`config.mk`:
```
export PLATFORM = sky130hd
export DESIGN_NAME = binomial_mod_prime_top_flat
export DESIGN_NICKNAME = d
export VERILOG_FILES = /design/src/rtl/core/bmp_pkg.sv /design/src/rtl/core/bmp_if.sv /design/src/rtl/core/bmp_modmul.sv /design/src/rtl/core/binomial_mod_prime_top.sv /design/src/flat_wrapper.sv
export SDC_FILE = /design/constraint.sdc
export NUM_CORES = 1
export LEC_CHECK = 0
export BUFFER_PORTS_ARGS = -buffer_cell sky130_fd_sc_hd__buf_4
export CAP_MARGIN = 15
export CORE_ASPECT_RATIO = 0.7
export CORE_MARGIN = 2
export CORE_UTILIZATION = 40
export DETAILED_ROUTE_END_ITERATION = 7
export GPL_TIMING_DRIVEN = 1
export PLACE_DENSITY = 0.7
export SETUP_SLACK_MARGIN = 0.02
export SYNTH_ARGS = -nofsm -noshare
export SYNTH_HDL_FRONTEND = slang
export SYNTH_SLANG_ARGS = --single-unit
export TNS_END_PERCENT = 1
```
`constraint.sdc`:
```
create_clock -name clk_i -period 4.7 [get_ports clk_i]
set_input_delay 0.705 -clock clk_i [delete_from_list [all_inputs] [get_ports clk_i]]
set_output_delay 0.705 -clock clk_i [all_outputs]
set_load 0.02 [all_outputs]
```
`src/rtl/core/bmp_pkg.sv`:
```
// ----------------------------------------------------------------------------
// bmp_pkg - shared definitions for the binomial-mod-prime block
// Field widths, modulus reset value and the sequencer state encoding.
// ----------------------------------------------------------------------------
package bmp_pkg;

  // width of the input fields total and chosen
  localparam int unsigned FIELD_W = 20;
  // low bits of each input field that take part (index width)
  localparam int unsigned IDX_W   = 20;
  // modulus and residue width
  localparam int unsigned MOD_W   = 31;

  localparam logic [MOD_W-1:0] MODULUS_RESET = MOD_W'(1000000007);

  typedef logic [MOD_W-1:0] residue_t;
  typedef logic [IDX_W-1:0] index_t;

  typedef enum logic [6:0] {
    S_IDLE      = 7'b0000001,
    S_LOOP      = 7'b0000010,
    S_LOOP_WAIT = 7'b0000100,
    S_EXP       = 7'b0001000,
    S_EXP_WAIT  = 7'b0010000,
    S_FIN_WAIT  = 7'b0100000,
    S_DONE      = 7'b1000000
  } bmp_state_e;

endpackage

```
`src/rtl/core/bmp_if.sv`:
```
// ----------------------------------------------------------------------------
// bmp_if - channel interfaces of the binomial-mod-prime block
// Valid/ready channels for the (total, chosen) items and for the results.
// ----------------------------------------------------------------------------
interface bmp_in_if import bmp_pkg::*; ();
  logic               valid;
  logic               ready;
  logic [FIELD_W-1:0] total;
  logic [FIELD_W-1:0] chosen;

  modport source (output valid, output total, output chosen, input ready);
  modport sink   (input valid, input total, input chosen, output ready);
endinterface

interface bmp_out_if import bmp_pkg::*; ();
  logic             valid;
  logic             ready;
  logic [MOD_W-1:0] value;

  modport source (output valid, output value, input ready);
  modport sink   (input valid, input value, output ready);
endinterface

```
`src/rtl/core/bmp_modmul.sv`:
```
// ----------------------------------------------------------------------------
// bmp_modmul - bit-serial modular multiplier
// Computes a * b mod p, one bit of b per cycle from the LSB. The multiplicand
// a must already be below p; b may be any value and is shifted out as it goes.
// ----------------------------------------------------------------------------
module bmp_modmul import bmp_pkg::*; (
  input  logic     clk_i,
  input  logic     rst_ni,
  input  logic     start_i,
  input  residue_t a_i,
  input  residue_t b_i,
  input  residue_t p_i,
  output logic     busy_o,
  output residue_t prod_o
);

  residue_t acc_q, a_q, b_q;
  residue_t acc_red, dbl_red;
  logic [MOD_W:0] acc_sum, dbl_sum;

  always_comb begin
    acc_sum = {1'b0, acc_q} + {1'b0, a_q};
    dbl_sum = {a_q, 1'b0};
    // both operands are below p, so one subtraction brings the sum back in range
    if (acc_sum >= {1'b0, p_i}) begin
      acc_red = MOD_W'(acc_sum - {1'b0, p_i});
    end else begin
      acc_red = acc_sum[MOD_W-1:0];
    end
    if (dbl_sum >= {1'b0, p_i}) begin
      dbl_red = MOD_W'(dbl_sum - {1'b0, p_i});
    end else begin
      dbl_red = dbl_sum[MOD_W-1:0];
    end
  end

  always_ff @(posedge clk_i or negedge rst_ni) begin
    if (!rst_ni) begin
      b_q <= '0;
    end else if (start_i) begin
      b_q <= b_i;
    end else if (b_q != '0) begin
      b_q <= b_q >> 1;
    end
  end

  always_ff @(posedge clk_i) begin
    if (start_i) begin
      acc_q <= '0;
      a_q   <= a_i;
    end else if (b_q != '0) begin
      if (b_q[0]) begin
        acc_q <= acc_red;
      end
      a_q <= dbl_red;
    end
  end

  assign busy_o = (b_q != '0);
  assign prod_o = acc_q;

endmodule

```
`src/rtl/core/binomial_mod_prime_top.sv`:
```
// ----------------------------------------------------------------------------
// binomial_mod_prime_top - binomial coefficient modulo a configured prime
// Sequencer, modulus register and result register around two multipliers.
// ----------------------------------------------------------------------------
// One item (total n, chosen m) gives one result, n choose m mod modulus, or 0
// when m exceeds n or the modulus is below two. Items are handled one at a
// time. With k = min(m, n - m), the block forms the falling and rising
// products over k factors, then the Fermat inverse of the rising product
// and the final product. The two bit-serial multipliers retire one bit
// of their second operand per cycle and work side by side. A finished
// result waits in the output register while the next transaction is
// taken in.
// ----------------------------------------------------------------------------
module binomial_mod_prime_top import bmp_pkg::*; (
  input  logic            clk_i,
  input  logic            rst_ni,
  input  logic            cfg_we_i,
  input  residue_t        cfg_wdata_i,
  bmp_in_if.sink          item_i,
  bmp_out_if.source       result_o
);

  bmp_state_e state_q, state_d;
  residue_t   modulus_q;
  index_t     n_q, n_d, k_q, k_d, i_q, i_d;
  residue_t   num_q, num_d, den_q, den_d, acc_q, acc_d, exp_q, exp_d, res_q, res_d;
  residue_t   value_q;
  logic       out_valid_q, out_valid_d, out_load;

  logic       mul_start, busy0, busy1;
  residue_t   a0, b0, a1, b1, prod0, prod1;

  index_t     n_in, m_in;
  logic [IDX_W:0] twice_m;
  logic       item_acc;

  assign n_in     = item_i.total[IDX_W-1:0];
  assign m_in     = item_i.chosen[IDX_W-1:0];
  assign twice_m  = {m_in, 1'b0};
  assign item_acc = item_i.valid && item_i.ready;

  bmp_modmul u_mul0 (
    .clk_i   (clk_i),
    .rst_ni  (rst_ni),
    .start_i (mul_start),
    .a_i     (a0),
    .b_i     (b0),
    .p_i     (modulus_q),
    .busy_o  (busy0),
    .prod_o  (prod0)
  );

  bmp_modmul u_mul1 (
    .clk_i   (clk_i),
    .rst_ni  (rst_ni),
    .start_i (mul_start),
    .a_i     (a1),
    .b_i     (b1),
    .p_i     (modulus_q),
    .busy_o  (busy1),
    .prod_o  (prod1)
  );

  always_comb begin
    state_d      = state_q;
    n_d          = n_q;
    k_d          = k_q;
    i_d          = i_q;
    num_d        = num_q;
    den_d        = den_q;
    acc_d        = acc_q;
    exp_d        = exp_q;
    res_d        = res_q;
    out_load     = 1'b0;
    item_i.ready = 1'b0;
    mul_start    = 1'b0;
    a0           = num_q;
    b0           = {{(MOD_W-IDX_W){1'b0}}, IDX_W'(n_q - i_q + IDX_W'(1))};
    a1           = den_q;
    b1           = {{(MOD_W-IDX_W){1'b0}}, i_q};

    case (state_q)
      S_IDLE: begin
        item_i.ready = 1'b1;
        if (item_i.valid) begin
          n_d   = n_in;
          k_d   = (twice_m > {1'b0, n_in}) ? IDX_W'(n_in - m_in) : m_in;
          i_d   = IDX_W'(1);
          num_d = MOD_W'(1);
          den_d = MOD_W'(1);
          if (modulus_q < MOD_W'(2) || m_in > n_in) begin
            res_d   = '0;
            state_d = S_DONE;
          end else begin
            state_d = S_LOOP;
          end
        end
      end
      S_LOOP: begin
        if (i_q > k_q) begin
          acc_d   = MOD_W'(1);
          exp_d   = modulus_q - MOD_W'(2);
          state_d = S_EXP;
        end else begin
          mul_start = 1'b1;
          state_d   = S_LOOP_WAIT;
        end
      end
      S_LOOP_WAIT: begin
        if (!busy0 && !busy1) begin
          num_d   = prod0;
          den_d   = prod1;
          i_d     = i_q + IDX_W'(1);
          state_d = S_LOOP;
        end
      end
      S_EXP: begin
        mul_start = 1'b1;
        if (exp_q == '0) begin
          // acc_q now holds the inverse of the rising product
          a0      = num_q;
          b0      = acc_q;
          b1      = '0;
          state_d = S_FIN_WAIT;
        end else begin
          a0      = acc_q;
          b0      = den_q;
          a1      = den_q;
          b1      = den_q;
          state_d = S_EXP_WAIT;
        end
      end
      S_EXP_WAIT: begin
        if (!busy0 && !busy1) begin
          if (exp_q[0]) begin
            acc_d = prod0;
          end
          den_d   = prod1;
          exp_d   = exp_q >> 1;
          state_d = S_EXP;
        end
      end
      S_FIN_WAIT: begin
        if (!busy0) begin
          res_d   = prod0;
          state_d = S_DONE;
        end
      end
      S_DONE: begin
        // hold until the output register is free
        if (!out_valid_q || result_o.ready) begin
          out_load = 1'b1;
          state_d  = S_IDLE;
        end
      end
      default: begin
        state_d = S_IDLE;
      end
    endcase
  end

  assign out_valid_d = out_load || (out_valid_q && !result_o.ready);

  always_ff @(posedge clk_i or negedge rst_ni) begin
    if (!rst_ni) begin
      state_q     <= S_IDLE;
      modulus_q   <= MODULUS_RESET;
      out_valid_q <= 1'b0;
    end else begin
      state_q     <= state_d;
      out_valid_q <= out_valid_d;
      if (cfg_we_i) begin
        modulus_q <= cfg_wdata_i;
      end
    end
  end

  always_ff @(posedge clk_i) begin
    n_q   <= n_d;
    k_q   <= k_d;
    i_q   <= i_d;
    num_q <= num_d;
    den_q <= den_d;
    acc_q <= acc_d;
    exp_q <= exp_d;
    res_q <= res_d;
    if (out_load) begin
      value_q <= res_q;
    end
  end

  assign result_o.valid = out_valid_q;
  assign result_o.value = value_q;

  // residues stay reduced throughout the product loop
  a_loop_reduced: assert property (@(posedge clk_i) disable iff (!rst_ni)
    state_q == S_LOOP |-> num_q < modulus_q && den_q < modulus_q)
    else $error("loop residue not reduced");

  // the factor counter never runs more than one past the symmetric count
  a_loop_bound: assert property (@(posedge clk_i) disable iff (!rst_ni)
    state_q == S_LOOP |-> {1'b0, i_q} <= {1'b0, k_q} + {{IDX_W{1'b0}}, 1'b1})
    else $error("factor counter beyond symmetric count");

  // chosen above total goes straight to a zero result
  a_zero_case: assert property (@(posedge clk_i) disable iff (!rst_ni)
    item_acc && m_in > n_in |=> state_q == S_DONE && res_q == '0)
    else $error("chosen above total not mapped to zero");

  // a delivered result is a proper residue when the modulus is at least two
  a_result_range: assert property (@(posedge clk_i) disable iff (!rst_ni)
    out_valid_q && modulus_q >= MOD_W'(2) |-> value_q < modulus_q)
    else $error("result not below modulus");

endmodule
```
`src/flat_wrapper.sv`:
```
// flat-port wrapper written by rule: the top's interface ports become plain ports
module binomial_mod_prime_top_flat import bmp_pkg::*;
  (clk_i, rst_ni, cfg_we_i, cfg_wdata_i, item_i_valid, item_i_total, item_i_chosen, item_i_ready, result_o_valid, result_o_value, result_o_ready);
  bmp_in_if item_i_i ();
  bmp_out_if result_o_i ();
  input  logic clk_i;
  input  logic rst_ni;
  input  logic cfg_we_i;
  input  residue_t cfg_wdata_i;
  input wire logic [$bits(item_i_i.valid)-1:0] item_i_valid;
  input wire logic [$bits(item_i_i.total)-1:0] item_i_total;
  input wire logic [$bits(item_i_i.chosen)-1:0] item_i_chosen;
  output wire logic [$bits(item_i_i.ready)-1:0] item_i_ready;
  output wire logic [$bits(result_o_i.valid)-1:0] result_o_valid;
  output wire logic [$bits(result_o_i.value)-1:0] result_o_value;
  input wire logic [$bits(result_o_i.ready)-1:0] result_o_ready;
  assign item_i_i.valid = item_i_valid;
  assign item_i_i.total = item_i_total;
  assign item_i_i.chosen = item_i_chosen;
  assign item_i_ready = item_i_i.ready;
  assign result_o_valid = result_o_i.valid;
  assign result_o_value = result_o_i.value;
  assign result_o_i.ready = result_o_ready;
  binomial_mod_prime_top u_core (.clk_i(clk_i), .rst_ni(rst_ni), .cfg_we_i(cfg_we_i), .cfg_wdata_i(cfg_wdata_i), .item_i(item_i_i), .result_o(result_o_i));
endmodule
```
# After elaboration in Yosys (flattened, before gate mapping)
# Cells that the tools add are included.
totals:
  n_memories: 0
  elab_cells: 133
  rom_bits: 0
  latch_bits: 0
  ram_bits: 0
  reg_bits: 471
classes:
  n_lt_le_gt_ge: 8
  n_div: 0
  n_eq_ne: 16
  muxes: 52
  bitwise: 0
  n_shift: 0
  reduce_logical: 28
  n_addsub: 11
  n_mul: 0
ops:
  columns: ["cell", "count"]
  rows:
  - ["2-to-1 mux 31 bit", 29]
  - ["one-hot mux 31 bit (2 select lines)", 5]
  - [">= comparator 32 x 31 -> 1 bit", 4]
  - ["subtractor 31 bit", 4]
  - ["adder 31 x 31 -> 32 bit", 2]
  - ["nonzero test 31 bit", 2]
  - ["2-to-1 mux 20 bit", 3]
  - ["one-hot mux 7 bit (7 select lines)", 1]
  - ["2-to-1 mux 7 bit", 6]
  - ["adder 20 x 1 -> 20 bit, second input constant", 2]
  - ["greater-than comparator 20 bit", 2]
  - ["one-hot mux 20 bit (2 select lines)", 1]
  - ["subtractor 20 bit", 2]
  - ["logical NOT 31 bit", 1]
  - ["< comparator 31 x 2 -> 1 bit, second input constant", 1]
  - ["subtractor 31 x 2 -> 31 bit, second input constant", 1]
  - ["greater-than comparator 21 x 20 -> 1 bit", 1]
  - ["inequality test 2 x 1 -> 1 bit, second input constant", 7]
  - ["nonzero test 2 bit", 6]
  - ["AND reduction 3 bit", 3]
  - ["AND reduction 4 bit", 2]
  - ["equality test 7 x 1 -> 1 bit, second input constant", 1]
  - ["equality test 7 x 2 -> 1 bit, second input constant", 1]
  - ["equality test 7 x 3 -> 1 bit, second input constant", 1]
  - ["15 further kinds", 27]

# Depth between registers and ports, before layout
# Gate-level depths: netlist of the first run.
depth:
  word_depth: 5
  depth_mapped: 26

# Hierarchy
# Synthesis of the first run repeated with hierarchy kept, for this count alone.
unflattened:
  cells_unflattened: 3510
  hier_area_um2: 33681.1
by_module_without_submodules:
  columns: ["module", "instances", "area_per_inst_um2", "seq_area_each_um2", "cells_each"]
  rows:
  - ["binomial_mod_prime_top", 1, 15944.0, 8384.3, 1440]
  - ["bmp_modmul at u_core.u_mul1", 1, 8909.8, 2327.2, 1026]
  - ["bmp_modmul at u_core.u_mul0", 1, 8827.2, 2327.2, 1044]

# Least setup slack after synthesis of the first run
# No wires, ideal clock.
synth_timing:
  path_kind: "register -> register"
  start: "register u_core.i_q[1]"
  end: "register u_core.acc_q[0], enable pin"
  setup_ns: 0.390
  path_buffers: 2
  slack_ns: -0.228
  arrival_ns: 4.538
  period_less_slack_ns: 4.928
  stages_incl_launch_ff: 14
  path_cell_list: "edfxtp_1 > ha_1 > nor2b_1 > o21a_1 > o21ai_0 > nand2b_1 > a21oi_1 > o21ai_0 > a211oi_1 > a41oi_1 > clkbuf_1 > clkbuf_1 > nor2b_1 > o21a_1"
synth_between:
  elab_chain_cells: 3
synth_rtl:
  columns: ["item", "line", "source"]
  rows:
  - ["start, declared", "binomial_mod_prime_top.sv:25", "index_t n_q, n_d, k_q, k_d, i_q, i_d;"]
  - ["start signal, assigned", "binomial_mod_prime_top.sv:181", "i_q <= i_d;"]
  - ["greater-than comparator 20 bit", "binomial_mod_prime_top.sv:100", "if (i_q > k_q) begin"]
  - ["inequality test 2 x 1 -> 1 bit (no line)", null, null]
  - ["AND reduction 4 bit (no line)", null, null]
  - ["end signal, assigned", "binomial_mod_prime_top.sv:184", "acc_q <= acc_d;"]
  - ["end, declared", "binomial_mod_prime_top.sv:26", "residue_t num_q, num_d, den_q, den_d, acc_q, acc_d, exp_q, exp_d, res_q, res_d;"]
# No other way between the ends.
# A chain may end at the register's enable or synchronous reset.

# Worst setup path in the final report of the first run
layout_timing:
  start: "register u_core.u_mul1.a_q[1]"
  end: "register u_core.u_mul1.acc_q[21], in the netlist u_core.u_mul1.prod_o[21]"
layout_between:
  elab_chain_cells: 3
  elab_cells_between_ends: 4
  cone_classes: "add/sub: 2; order compare: 1; mux: 1"
layout_rtl:
  columns: ["item", "line", "source"]
  rows:
  - ["start, declared", "bmp_modmul.sv:17", "residue_t acc_q, a_q, b_q;"]
  - ["start signal, assigned", "bmp_modmul.sv:50", "a_q <= a_i;"]
  - ["start signal, assigned", "bmp_modmul.sv:55", "a_q <= dbl_red;"]
  - ["adder 31 x 31 -> 32 bit *", "bmp_modmul.sv:22", "acc_sum = {1'b0, acc_q} + {1'b0, a_q};"]
  - ["subtractor 31 bit / >= comparator 32 x 31 -> 1 bit (equally long branches)", "bmp_modmul.sv:26, bmp_modmul.sv:25", null]
  - ["2-to-1 mux 31 bit *", "bmp_modmul.sv:25", "if (acc_sum >= {1'b0, p_i}) begin"]
  - ["end signal, assigned", "bmp_modmul.sv:53", "acc_q <= acc_red;"]
  - ["end, declared", "bmp_modmul.sv:17", null]
# Every way passes the cells marked *; elsewhere a longest branch is shown, timed or not.

==> results.yml, run 1 <==
synth:
  synth_top_area_share_pct: 28.84
  synth_edf_count: 308
  synth_warnings: 0
  ys_seq_area_share_pct: 40.66
  synth-adder-area-share_pct: 11.58
  synth_cells: 3421
  yosys-top-cells-count: "nand2_1, edfxtp_1, o21ai_0, ha_1, a21oi_1"
  synth_area_leader_cell: "edfxtp_1"
  ys_seq_elements: 471
  avgSynthCellArea_um2: 9.375
  synth_compound_area_share_pct: 19.22
  synthTopCellsByArea: "edfxtp_1, ha_1, dfrtp_1"
  syn_nets: 3789
  muxShareOfSynthArea_pct: 2.450
  synth_top_family_by_area: "compound AO/OA/AOI/OAI gates"
  async_flop_share_pct: 21.44
  ys_types: 85
  synthSimpleGateAreaFrac_pct: 16.15
  synth_area_um2: 32070
  synth_top_flop_cell: "edfxtp_1"
  synth_most_common_cell: "nand2_1"
  synth_xor_area_share_pct: 6.309
placement:
  post-place-cells: 4751
  hpwlAfterDp_um: 77110
  port_buffers: 108
  globalplace.congestion: 0.9732
  placed_cell_area_um2: 36070
global_routing:
  overflow: 0
  grt_pass1_wl_um: 153800
  grt_pass1_vias: 25280
  antenna_found_initial: 4
  grt_max_degree: 84
  track_usage_pct: 24.21
die:
  die_h_um: 240.9
  die-area_um2: 82490
  rows: 86
  coreArea_um2: 79090
  io_pins: 109
  initial_core_util_pct: 40.55
  die_w_um: 342.4
flow_run:
  cap_violations: 0
setup_path:
  path_max_fanout: 6
  worst_setup_path_start_kind: "flip-flop"
  r2r_slack_ns: -0.26
  crit_slowest_cell: "edfxtp_1"
  worstPathArrival_ns: 5.44
  cp-end-kind: "flip-flop"
  slowest_delay_ns: 0.42
  required_ns: 5.18
  critical_path.cell_chain: "buf_4, fa_2, a21oi_4, o211ai_1, o2111a_1, o22ai_2, buf_4, o21bai_1, a21oi_2, nor2_1, o21a_1, nor2_1, xnor2_1, ha_1, nand2_2, or3_4, or3_4, a21oi_2, o21ai_2, nand4_4, buf_12, buf_6, mux2i_1, a21oi_1"
  r2r_end: "u_core.u_mul1.prod_o[21]$_SDFFE_PP0P_"
  startpoint: "u_core.u_mul1.a_q[1]$_DFFE_PP_"
  critical_path_class: "flip-flop to flip-flop"
  worstReg2RegStart: "u_core.u_mul1.a_q[1]$_DFFE_PP_"
  crit_end: "u_core.u_mul1.prod_o[21]$_SDFFE_PP0P_"
  reg2regPathDepth: 24
finish:
  finalInstanceArea_um2: 38350
  stdcell_count: 4868
  fill_cells: 7327
  area_growth_pct: 19.58
  drive_gt1_share_pct: 17.02
  fin_nets: 4135
  fin_util_pct: 48.49
min_path:
  hold_path.class: "primary input to async pin"
cts:
  numCtsBuffers: 50
  clk_latency_ns: 0.63
  cts.root.buffer_cell: "clkbuf_16"
  numClockSinks: 471
  h-tree-depth: 2
  clkSlewWorstSetupHoldPaths_ns: 0.06
  tritoncts: "done"
  clockBufferDepth: 3
sta:
  worst_slack_ns: -0.2617
  timing.fmax_mhz: 201.5
  fin_crit_ns: 4.962
  finalClockSkew_ns: 0.02211
  setup_viol: 46
  hold_slack_ns: 0.1823
  hold_violations: 0
  fin_crit_sh_pct: 105.6
  rsz0062_at_grt: "yes"
  drv_slew: 0
  tightest_slew_ns: 0.8913
  slew_headroom_pct: 40.58
routing:
  drt-vias-per-instance: 5.664
  remaining_drc_errors: 0
  drt_iter0_markers: 2801
  dr.pass1.iters: 5
  routed_wl_um: 101700
  via_count: 27574
  route.detailed.wl_per_inst_um: 20.89
  ant_nets: 0
status:
  outcome: "finished, violations left"
  violations: "negative setup slack"
## cells in the final DEF, fill, tap and decap left out, types with 62 or more instances in the layout
cell,count
nor2_1,206
xnor2_1,156
mux2i_1,70
xor2_1,72
buf_4,405
nand2_1,330
a21o_1,98
nand3_1,84
a21oi_1,255
and2_1,127
o21ai_0,272
inv_1,163
dfxtp_1,62
dfrtp_1,83
edfxtp_1,308
ha_1,277
## critical path: cells and delay by family (launching register included)
family | cells | cell delay [ns]
buf+inv | 4 | 0.62
compound gates | 10 | 1.56
simple gates | 6 | 1.14
fa+ha+maj | 2 | 0.76
mux | 1 | 0.22
flops | 1 | 0.42
xor+xnor | 1 | 0.10
## registers in the layout, indices dropped and copies added, names as in the netlist
signal / flops
u_core.i_q: 20
u_core.result_o.valid: 1
u_core.den_q: 31
u_core.u_mul1.a_q: 31
u_core.acc_q: 31
u_core.exp_q: 31
u_core.num_q: 31
u_core.u_mul0.b_q: 31
u_core.res_q: 31
u_core.state_q: 7
u_core.modulus_q: 31
u_core.u_mul1.b_q: 31
u_core.u_mul0.prod_o: 31
u_core.u_mul1.prod_o: 31
u_core.u_mul0.a_q: 31
u_core.result_o.value: 31
u_core.k_q: 20
u_core.n_q: 20
## area by class of cell
class                   instances  area (µm²)  share of cell area (%)
diodes                          4       10.01                 0.02610
clock buffers                  65        1358                   3.540
clock inverters                28       252.7                  0.6591
inverters                     164       619.3                   1.615
multi-input cells            2657       18370                   47.89
flip-flops and latches        471       13040                   34.00
well taps                    1056        1321                   3.445
repair buffers                423        3382                   8.819
## metal layers
layer / vias up / share of wire [%] / track usage [%]
met5: - / 0 / 0
met4: 0 / 2.6 / 6.552
met3: 127 / 9.4 / 4.954
met2: 1109 / 41 / 34.74
met1: 13143 / 47 / 36.57
li1: 13195 / - / -
## worst min-delay path by stage
stage,start,end,slack (ns)
global route,rst_ni,u_core.state_q[2]$_DFFE_PN0P_,0.24
detailed placement,u_core.res_q[26]$_SDFFCE_PP0P_,u_core.result_o.value[26]$_DFFE_PP_,0.40
finish,rst_ni,u_core.state_q[2]$_DFFE_PN0P_,0.18
floorplan,u_core.res_q[0]$_SDFFCE_PP0P_,u_core.result_o.value[0]$_DFFE_PP_,0.40
global placement,u_core.res_q[26]$_SDFFCE_PP0P_,u_core.result_o.value[26]$_DFFE_PP_,0.40
CTS,rst_ni,u_core.state_q[2]$_DFFE_PN0P_,0.19
## through the flow
stage	TNS [ns]	worst slack (ns)
global route	-20.14	-0.4554
floorplan	-4.204	-0.1912
CTS	-5.909	-0.2264
detailed placement	-27.55	-0.6663
global placement	-20.76	-0.4995
finish	-6.641	-0.2617
## repair_timing
| action | CTS | global route |
|---|---|---|
| hold buffers | 0 | 0 |
| pin swaps | 58 | 26 |
| setup buffers | 14 | 3 |
| setup endpoints to repair | 62 | 64 |
| gates cloned | 2 | 1 |
| gates resized for setup | 62 | 50 |
## cells by family after synthesis
| logic type | count (synthesis) |
|---|---|
| AND/OR/NAND/NOR | 1064 |
| AO/OA/AOI/OAI | 992 |
| flip-flops | 471 |
| buffers and inverters | 293 |
| adder cells (fa/ha/maj) | 292 |
| XOR/XNOR | 231 |
| multiplexers | 78 |
Power of run 1 is left out: the tool's default activity adds up to more than one toggle a clock period on the data nets, which glitch-free logic cannot reach.
==> run 2, diff against run 1 <==
--- a/config.mk
+++ b/config.mk
@@ -5,6 +5,7 @@
 export SDC_FILE = /design/constraint.sdc
 export NUM_CORES = 1
 export LEC_CHECK = 0
+export ABC_AREA = 1
 export BUFFER_PORTS_ARGS = -buffer_cell sky130_fd_sc_hd__buf_4
 export CAP_MARGIN = 15
 export CORE_ASPECT_RATIO = 0.7
@@ -12,7 +13,7 @@
 export CORE_UTILIZATION = 40
 export DETAILED_ROUTE_END_ITERATION = 7
 export GPL_TIMING_DRIVEN = 1
-export PLACE_DENSITY = 0.7
+export PLACE_DENSITY = 0.69
 export SETUP_SLACK_MARGIN = 0.02
 export SYNTH_ARGS = -nofsm -noshare
 export SYNTH_HDL_FRONTEND = slang
==> results.yml, run 2 <==
status:
  outcome: "complete, no violations"
routing:
  route.detailed.wl_per_inst_um: 20.57
  drt_iter0_markers: 4379
  dr.pass1.iters: 6
  drt-vias-per-instance: 5.463
  remaining_drc_errors: 0
  ant_nets: 0
  via_count: 35110
  routed_wl_um: 132200
synth:
  synth_area_um2: 36260
  synthSimpleGateAreaFrac_pct: 28.74
  syn_nets: 5422
  muxShareOfSynthArea_pct: 0
  async_flop_share_pct: 21.44
  synth_most_common_cell: "nand2_1"
  synth-adder-area-share_pct: 10.24
  synthTopCellsByArea: "edfxtp_1, nand2_1, ha_1"
  ys_seq_elements: 471
  synth_area_leader_cell: "edfxtp_1"
  synth_top_area_share_pct: 25.50
  synth_warnings: 0
  synth_compound_area_share_pct: 12.71
  ys_seq_area_share_pct: 35.96
  synth_cells: 5054
  synth_top_flop_cell: "edfxtp_1"
  synth_edf_count: 308
  yosys-top-cells-count: "nand2_1, inv_1, nor2_1, a21oi_1, nand3_1"
  synth_xor_area_share_pct: 3.357
  avgSynthCellArea_um2: 7.175
  ys_types: 61
  synth_top_family_by_area: "simple AND/OR/NAND/NOR gates"
finish:
  drive_gt1_share_pct: 7.073
  layout_common_cells: "nand2_1, inv_1, nor2_1"
  final_common_cell: "nand2_1"
  fin_nets: 5527
  area_growth_pct: 11.41
  fill_cells: 9187
cts:
  numCtsBuffers: 52
  h-tree-depth: 2
  clk_latency_ns: 0.67
  clockBufferDepth: 3
  numClockSinks: 471
  clkSlewWorstSetupHoldPaths_ns: 0.06
  cts.root.buffer_cell: "clkbuf_16"
  tritoncts: "done"
setup_path:
  cp-end-kind: "flip-flop"
  r2r_slack_ns: 0.32
  r2r_end: "u_core.u_mul1.prod_o[8]$_SDFFE_PP0P_"
  worst_setup_path_start_kind: "flip-flop"
  path_max_fanout: 31
  worstPathArrival_ns: 4.85
  crit_end: "u_core.u_mul1.prod_o[8]$_SDFFE_PP0P_"
  startpoint: "u_core.u_mul1.a_q[4]$_DFFE_PP_"
  required_ns: 5.17
  reg2regPathDepth: 23
  worstReg2RegStart: "u_core.u_mul1.a_q[4]$_DFFE_PP_"
  critical_path_class: "flip-flop to flip-flop"
global_routing:
  grt_pass1_vias: 31920
  overflow: 0
  antenna_found_initial: 1
  grt_max_degree: 124
  track_usage_pct: 27.78
  grt_pass1_wl_um: 197100
placement:
  port_buffers: 108
  hpwlAfterDp_um: 104000
  globalplace.congestion: 1.035
die:
  coreArea_um2: 89900
  io_pins: 109
  die_h_um: 255.9
  rows: 92
  die_w_um: 363.9
  die-area_um2: 93120
  initial_core_util_pct: 40.34
sta:
  tns_ns: 0
  hold_slack_ns: 0.2483
  drv_slew: 0
  fin_crit_sh_pct: 93.15
  tightest_slew_ns: 1.105
  rsz0062_at_grt: "yes"
  slew_headroom_pct: 26.33
  hold_violations: 0
  fin_crit_ns: 4.378
  finalClockSkew_ns: 0.06553
  setup_viol: 0
  timing.fmax_mhz: 228.4
flow_run:
  cap_violations: 0
min_path:
  hold_path.class: "primary input to flip-flop"
run 2: worst min-delay path by stage:
stage | start | to | slack (ns) | cells after the start
after global routing | item_i_total[0] | u_core.n_q[0]$_DFFE_PP_ | 0.22 | 1
after global placement | u_core.res_q[14]$_SDFFCE_PP0P_ | u_core.result_o.value[14]$_DFFE_PP_ | 0.40 | 0
after CTS | item_i_total[0] | u_core.n_q[0]$_DFFE_PP_ | 0.21 | 1
after floorplan | u_core.res_q[0]$_SDFFCE_PP0P_ | u_core.result_o.value[0]$_DFFE_PP_ | 0.40 | 0
after detailed placement | u_core.res_q[19]$_SDFFCE_PP0P_ | u_core.result_o.value[19]$_DFFE_PP_ | 0.40 | 0
final | item_i_total[0] | u_core.n_q[0]$_DFFE_PP_ | 0.25 | 1
run 2: routing by layer:
metal / vias up / part of all wire [%] / wire [µm] / track usage, %
met2: 1679 / 38 / 50890 / 36.96
li1: 16940 / - / - / -
met4: 4 / 3.2 / 4172 / 8.760
met1: 16300 / 46 / 61280 / 41.70
met3: 187 / 12 / 15680 / 8.819
met5: - / 0.13 / 178 / 1.290
run 2: cell type report:
class	instances	area [µm²]	share of cell area [%]
clock buffers	66	1394	3.450
multi-input cells	3769	20050	49.64
flip-flops and latches	471	13040	32.27
inverters	692	2601	6.439
well taps	1222	1529	3.785
clock inverters	32	436.7	1.081
diodes	2	5.005	0.01239
repair buffers	173	1343	3.323
run 2: critical path, stage by stage, from the launching register on:
cell,delay (ns)
edfxtp_1,0.46
ha_1,0.39
a21oi_1,0.21
nor2_1,0.06
nor2_1,0.24
nand2_1,0.25
nand2_1,0.11
nand2_1,0.13
xor2_1,0.28
inv_1,0.08
ha_1,0.33
a21oi_1,0.25
nand2_1,0.12
a21oi_1,0.17
nand2_2,0.12
nand2_2,0.09
nand2_1,0.05
nand2_1,0.06
nand2_2,0.06
nand2_4,0.07
buf_4,0.32
nand3_1,0.12
nand3_1,0.11
a21oi_1,0.06
run 2: cells by family (layout without fill, tap and decap cells):
group,count (synthesis),in the layout
simple gates,2492,2492
compound gates,846,846
buf+inv,814,963
flops,471,471
fa+ha+maj,292,292
xor+xnor,139,139
other cells,0,2
run 2: repair_timing:
item / CTS / global route
hold endpoints to repair: 18 / 0
hold buffers: 1 / 0
setup buffers: 0 / 0
setup endpoints to repair: 0 / 31
resized for setup: 0 / 5
run 2: metrics by stage:
step / worst slack, ns / cells / area [µm²] / util, %
after floorplan: 0.7062 / 5054 / 36260 / -
after global placement: 0.3700 / 6325 / 38510 / 42.84
after detailed placement: 0.4594 / 6325 / 38510 / 42.84
after CTS: 0.4216 / 6424 / 40350 / 44.88
after global routing: 0.002769 / 6425 / 40400 / 44.93
final: 0.3219 / 6427 / 40400 / 44.94
Power of run 2 is left out for the same reason.
